**config.mk**
```make
export PLATFORM = sky130hd
export DESIGN_NAME = gxb_cell
export DESIGN_NICKNAME = d
export VERILOG_FILES = /design/src/sv/gxb_pkg.sv /design/src/sv/gxb_cell.sv
export SDC_FILE = /design/constraint.sdc
export NUM_CORES = 1
export LEC_CHECK = 0
export BUFFER_PORTS_ARGS = -buffer_cell sky130_fd_sc_hd__buf_2
export CORE_ASPECT_RATIO = 1.1
export CORE_UTILIZATION = 42
export DETAILED_ROUTE_END_ITERATION = 12
export GPL_ROUTABILITY_DRIVEN = 1
export PLACE_DENSITY = 0.83
export SETUP_SLACK_MARGIN = 0.02
export SLEW_MARGIN = 10
export SYNTH_ARGS = -nofsm -noshare
export SYNTH_HDL_FRONTEND = slang
export SYNTH_SLANG_ARGS = --single-unit
```
**constraint.sdc**
```tcl
create_clock -name i_clk -period 2.5 [get_ports i_clk]
set_clock_uncertainty 0.2 [all_clocks]
set_input_delay 0.25 -clock i_clk [delete_from_list [all_inputs] [get_ports i_clk]]
set_output_delay 0.25 -clock i_clk [all_outputs]
set_load 0.02 [all_outputs]
```
**src/sv/gxb_pkg.sv**
```systemverilog
// Package: op codes, word types and fixed widths for the GF(2) basis reducer.
`default_nettype none

package gxb_pkg;

    // Fixed field widths of the input and result words
    localparam int HALF_BITS = 36;
    localparam int IN_BITS   = 72;

    // Op codes
    localparam logic [1:0] OP_REDUCE = 2'd0;
    localparam logic [1:0] OP_INSERT = 2'd1;
    localparam logic [1:0] OP_CLEAR  = 2'd2;

    // Input word
    typedef struct packed {
        logic [1:0]           op;
        logic [HALF_BITS-1:0] low_half;
        logic [HALF_BITS-1:0] high_half;
    } t_in;

    // Result word
    typedef struct packed {
        logic [HALF_BITS-1:0] reduced_low;
        logic [HALF_BITS-1:0] reduced_high;
        logic                 in_span;
        logic                 inserted;
    } t_res;

    // Control that travels down the cell chain next to the vector
    typedef struct packed {
        logic vld;      // a vector sits in this stage
        logic ins;      // the word is an insert
        logic claimed;  // a higher cell already took the leading bit
    } t_ctl;

endpackage

`default_nettype wire

```
**src/sv/gxb_cell.sv**
```systemverilog
// One pivot cell: holds the basis vector whose leading bit is POS.
`default_nettype none

module gxb_cell #(
    parameter int VB  = 72,
    parameter int POS = 0
) (
    input  wire logic          i_clk,
    input  wire logic          i_rst_n,
    input  wire gxb_pkg::t_ctl i_ctl,
    input  wire logic [VB-1:0] i_vec,
    input  wire logic          i_clear,
    input  wire logic          i_commit,
    input  wire logic [VB-1:0] i_wr_vec,
    output gxb_pkg::t_ctl      o_ctl,
    output logic [VB-1:0]      o_vec
);

    logic          r_has;
    logic          r_pend;
    logic [VB-1:0] r_piv;
    gxb_pkg::t_ctl r_ctl;
    logic [VB-1:0] r_vec;

    logic          hit;
    logic          claim_here;
    gxb_pkg::t_ctl n_ctl;
    logic [VB-1:0] n_vec;

    // Reduce by the stored pivot, or mark this position as the new leading bit
    always_comb begin
        hit        = i_vec[POS] && r_has;
        claim_here = i_ctl.vld && i_ctl.ins && i_vec[POS] && !r_has && !i_ctl.claimed;
        n_vec      = hit ? (i_vec ^ r_piv) : i_vec;
        n_ctl      = i_ctl;
        n_ctl.claimed = i_ctl.claimed || claim_here;
    end

    // Pipeline stage toward the next lower cell
    always_ff @(posedge i_clk) begin
        if (!i_rst_n) begin
            r_ctl <= '0;
        end else begin
            r_ctl <= n_ctl;
        end
        r_vec <= n_vec;
    end

    // Pivot storage: written once the fully reduced vector leaves the chain
    always_ff @(posedge i_clk) begin
        if (!i_rst_n) begin
            r_has  <= 1'b0;
            r_pend <= 1'b0;
        end else if (i_clear) begin
            r_has  <= 1'b0;
            r_pend <= 1'b0;
        end else if (i_commit) begin
            if (r_pend) begin
                r_has <= 1'b1;
            end
            r_pend <= 1'b0;
        end else if (claim_here) begin
            r_pend <= 1'b1;
        end
    end

    always_ff @(posedge i_clk) begin
        if (i_commit && r_pend) begin
            r_piv <= i_wr_vec;
        end
    end

    assign o_ctl = r_ctl;
    assign o_vec = r_vec;

endmodule

`default_nettype wire

```
==> reports/qor.csv, run 1 <==
stage,metric,value,unit
clock_tree,post-CTS sizing,0,
floorplanning,Die Ht,115,microns
synth,Synth Warn #,0,
clock_tree,H-tree depth,4,
floorplanning,die width,105,microns
outcome,Error,[ERROR RSZ-0060] Max buffer count reached.,
clock_tree,# Post-CTS Setup Buffers,0,
synth,register area share after synthesis,75.4,%
synth,"area leader, netlist",edfxtp_1,
synth,syn_nets,469,
clock_tree,Max Root-Sink Buffers,2,
synth,asr flop ratio synth,0,%
placement,placed cells,682,
floorplanning,Initial Util,43.0,%
synth,"FF+latch count, synth",149,
synth,Synth cell types,15,
placement,DPL Wire Length,7.90,mm
synth,cells after synthesis,318,
synth,Mapped Area,0.00491,sq mm
placement,GP Congestion,0.760,
floorplanning,I/O pin cnt,226,
synth,most used flip-flop cell after synthesis,dfxtp_1,
synth,Synth top area share,44.0,%
clock_tree,# hold bufs at CTS,144,
synth,syn avg cell area,15.5,sq um
clock_tree,Root Driver,clkbuf_16,
floorplanning,site row count,41,
placement,I/O Buffers,225,
synth,"EDFF count, synth",72,
outcome,status,aborted with a tool error,
synth,Commonest cells post-synth,"77 x dfxtp_1, 72 x edfxtp_1, 71 x nand3_1, 71 x xnor2_1",
synth,synth top area cells,"edfxtp_1 44%, dfxtp_1 31%, xnor2_1 13%",
synth,top-count cell post-synth,dfxtp_1,
clock_tree,Sink Count,149,
clock_tree,Num CTS Buffers,17,
outcome,stopping stage,4_1_cts,
==> cells by family after synthesis <==
kind of cell              Yosys count  share of synthesized area (%)
buffers and inverters              16                           3.06
DFF                               149                           75.4
xor gates and xnor gates           71                           12.7
AOI/OAI and AO/OA                   4                          0.560
and+or+nand+nor                    78                           8.35
==> per-stage QoR <==
| step | setup WS (ns) | cell area (sq um) |
|---|---|---|
| detailed placement | 0.801 | 6140 |
| global placement | 0.836 | 6140 |
| floorplan | 0.636 | 4910 |
==> inputs of run 2 (changes only) <==
--- a/config.mk
+++ b/config.mk
@@ -6,12 +6,10 @@
 export NUM_CORES = 1
 export LEC_CHECK = 0
 export BUFFER_PORTS_ARGS = -buffer_cell sky130_fd_sc_hd__buf_2
-export CORE_ASPECT_RATIO = 1.1
-export CORE_UTILIZATION = 42
+export CORE_UTILIZATION = 30
 export DETAILED_ROUTE_END_ITERATION = 12
 export GPL_ROUTABILITY_DRIVEN = 1
-export PLACE_DENSITY = 0.83
-export SETUP_SLACK_MARGIN = 0.02
+export PLACE_DENSITY_LB_ADDON = 0.15
 export SLEW_MARGIN = 10
 export SYNTH_ARGS = -nofsm -noshare
 export SYNTH_HDL_FRONTEND = slang
==> constraint.sdc (replaced) <==
create_clock -name i_clk -period 3.2 [get_ports i_clk]
set_clock_uncertainty 0.2 [all_clocks]
set_input_delay 0.32 -clock i_clk [delete_from_list [all_inputs] [get_ports i_clk]]
set_output_delay 0.32 -clock i_clk [all_outputs]
set_load 0.02 [all_outputs]
==> run 2 against run 1 <==
Compared with the run above:
- the run now ends clean
- synthesized area is the same
- synthesized cell count is the same
==> reports/qor.csv, run 2 <==
stage,metric,value,unit
layout,"most common cell after layout, fill and taps aside",buf_2,
clock_tree,Max Root-Sink Buffers,2,
clock_tree,CTS tree,built,
setup_path,Critical Path AT,2.43,ns
clock_tree,Root Driver,clkbuf_16,
setup_path,Crit. End Element,flip-flop,
setup_path,R2R depth,4,
pwr,Power Total,4.63,mW
clock_tree,Num CTS Buffers,17,
floorplanning,die area,0.0169,sq mm
placement,I/O Buffers,225,
layout,Layout fillers,1413,
global_routing,initial antenna violation count,0,
floorplanning,die width,130,microns
global_routing,vias in the first global route,3897,
setup_path,Worst Path Required,3.29,ns
clock_tree,Sink Count,149,
timing,final setup vio count,0,
synth,"EDFF count, synth",72,
floorplanning,Die Ht,130,microns
synth,register area share after synthesis,75.4,%
global_routing,first-pass GRT wire length,17.9,mm
floorplanning,site row count,46,
layout,Sequential Area,0.00370,sq mm
setup_path,Crit Reg-Reg Startpoint,r_has,
pwr,leakage power,3.40,nW
global_routing,grt ovf,0,
floorplanning,Initial Util,30.8,%
layout,area grow syn2layout,70.3,%
timing,Slew HR,36.6,%
clock_tree,# hold bufs at CTS,150,
setup_path,crit path launch,r_has,
setup_path,crit-path max cell delay,0.76,ns
global_routing,All-Layer GR Usage,14.1,%
layout,most frequent cells in the layout,"225 x buf_2, 150 x dlygate4sd3_1, 76 x dfxtp_1",
setup_path,worst setup path class,reg -> reg,
synth,"area leader, netlist",edfxtp_1,
outcome,status,"complete, no violations",
layout,Layout Nets,849,
synth,Synth cell types,15,
route,drt pass-1 iters,4,
layout,Final Non-Filler Cells,927,
hold_path,worst min path class,in -> reg,
layout,fin util,52.5,%
timing,Tcrit/Tclk final,73.1,%
timing,Fin. Hold Viols,0,
setup_path,crit-path cells,"buf_12, and4b_1, o21a_1, dlygate4sd3_1",
global_routing,largest net degree at the start of global routing,74,
placement,placed cells,745,
job,max cap viols,0,
timing,hold_ws,0.0216,ns
setup_path,Crit. path cell count,4,
synth,Synth top area share,44.0,%
setup_path,"setup slack, reg-to-reg",0.86,ns
timing,setup_tns,0,ns
placement,GP Congestion,0.657,
pwr,maximum VDD drop,0.373,mV
layout,Multi-input gate area,0.00106,sq mm
pwr,P per Cell Area,554,mW/mm^2
synth,cells after synthesis,318,
placement,Place WS,1.33,ns
floorplanning,core area,0.0159,sq mm
route,DRT antenna net count,0,
route,initial drt markers,96,
route,total number of vias,3749,
placement,DPL Wire Length,7.48,mm
setup_path,Bufs and invs on worst path,2,
clock_tree,Clock Latency Late Sink,0.41,ns
layout,antenna cell count,0,
setup_path,Critical R2R Capture,o_ctl[0],
synth,Mapped Area,0.00491,sq mm
placement,DP Area,0.00620,sq mm
route,DRC,0,
clock_tree,post-CTS sizing,0,
timing,RSZ-0062 raised after global routing,no,
route,routed len/inst,12.7,microns
timing,Pins Over Slew Limit,0,
timing,FMAX,0.427,GHz
synth,syn avg cell area,15.5,sq um
setup_path,CP max stage cell,dfxtp_2,
timing,worst setup margin,0.860,ns
clock_tree,Clock transition at path regs,0.06,ns
synth,Commonest cells post-synth,"77 x dfxtp_1, 72 x edfxtp_1, 71 x nand3_1, 71 x xnor2_1",
route,vias per cell,4.04,
timing,Worst Tran Pin Value,0.951,ns
setup_path,CP max FO,39,
synth,Synth Warn #,0,
synth,most used flip-flop cell after synthesis,dfxtp_1,
synth,synth top area cells,"edfxtp_1 44%, dfxtp_1 31%, xnor2_1 13%",
route,final wirelength,11.8,mm
layout,Finished Cell Area,0.00837,sq mm
setup_path,startpoint types,flip-flop,
synth,syn_nets,469,
layout,share of cells above drive strength 1,36.4,%
floorplanning,I/O pin cnt,226,
timing,final worst path period need,2.34,ns
synth,asr flop ratio synth,0,%
setup_path,critical path endpoint,o_ctl[0],
setup_path,Top delay family on crit path,buffers and inverters,
clock_tree,# Post-CTS Setup Buffers,0,
synth,"FF+latch count, synth",149,
synth,top-count cell post-synth,dfxtp_1,
clock_tree,H-tree depth,4,
==> run 2: cell counts after synthesis <==
Identical to the previous run, type by type.
==> run 2: logic make-up (layout without fill, tap and decap cells) <==
logic type / Yosys count / after routing / share of synthesized area [%]
XOR/XNOR: 71 / 71 / 12.7
flip-flops: 149 / 149 / 75.4
buffers and inverters: 16 / 409 / 3.06
AND/OR/NAND/NOR: 78 / 78 / 8.35
AO/OA/AOI/OAI: 4 / 4 / 0.560
==> run 2: final cells by class <==
class,instances,area share (%)
sequential,149,44.3
timing repair buffer,377,31.9
multi-input combinational,153,12.7
clock buffer,28,7.06
tap,216,3.23
clock inverter,4,0.882
==> run 2: routing by layer <==
layer | track usage, % | up-vias | wire [microns]
li1 | - | 1865 | -
met1 | 14.0 | 1742 | 4520
met2 | 26.3 | 130 | 6380
met3 | 5.54 | 12 | 658
met4 | 5.40 | 0 | 204
met5 | 0 | - | 0
==> run 2: report_power, final <==
part / total [mW] / internal [mW] / switching, mW / leakage, nW
Clock: 2.15 / 1.42 / 0.731 / 0.329
Sequential: 2.06 / 2.05 / 0.0127 / 1.30
Combinational: 0.422 / 0.250 / 0.173 / 1.78
Total: 4.63 / 3.72 / 0.917 / 3.40
==> run 2: worst min-delay path by stage <==
stage | start | end | cells after the start
2_1_floorplan | i_clear | r_has | 1
3_3_place_gp | r_piv[0] | o_vec[0] | 1
3_5_place_dp | r_piv[0] | o_vec[0] | 1
4_1_cts | i_rst_n | o_ctl[1] | 2
5_1_grt | i_rst_n | o_ctl[1] | 2
6_report | i_rst_n | o_ctl[1] | 2
==> run 2: worst register-to-register path, stage by stage (launching register included) <==
cell and delay, ns:
dfxtp_2 0.76, buf_12 0.31, and4b_1 0.26, o21a_1 0.17, dlygate4sd3_1 0.54
No activity file was read; power rests on OpenSTA's default activity.
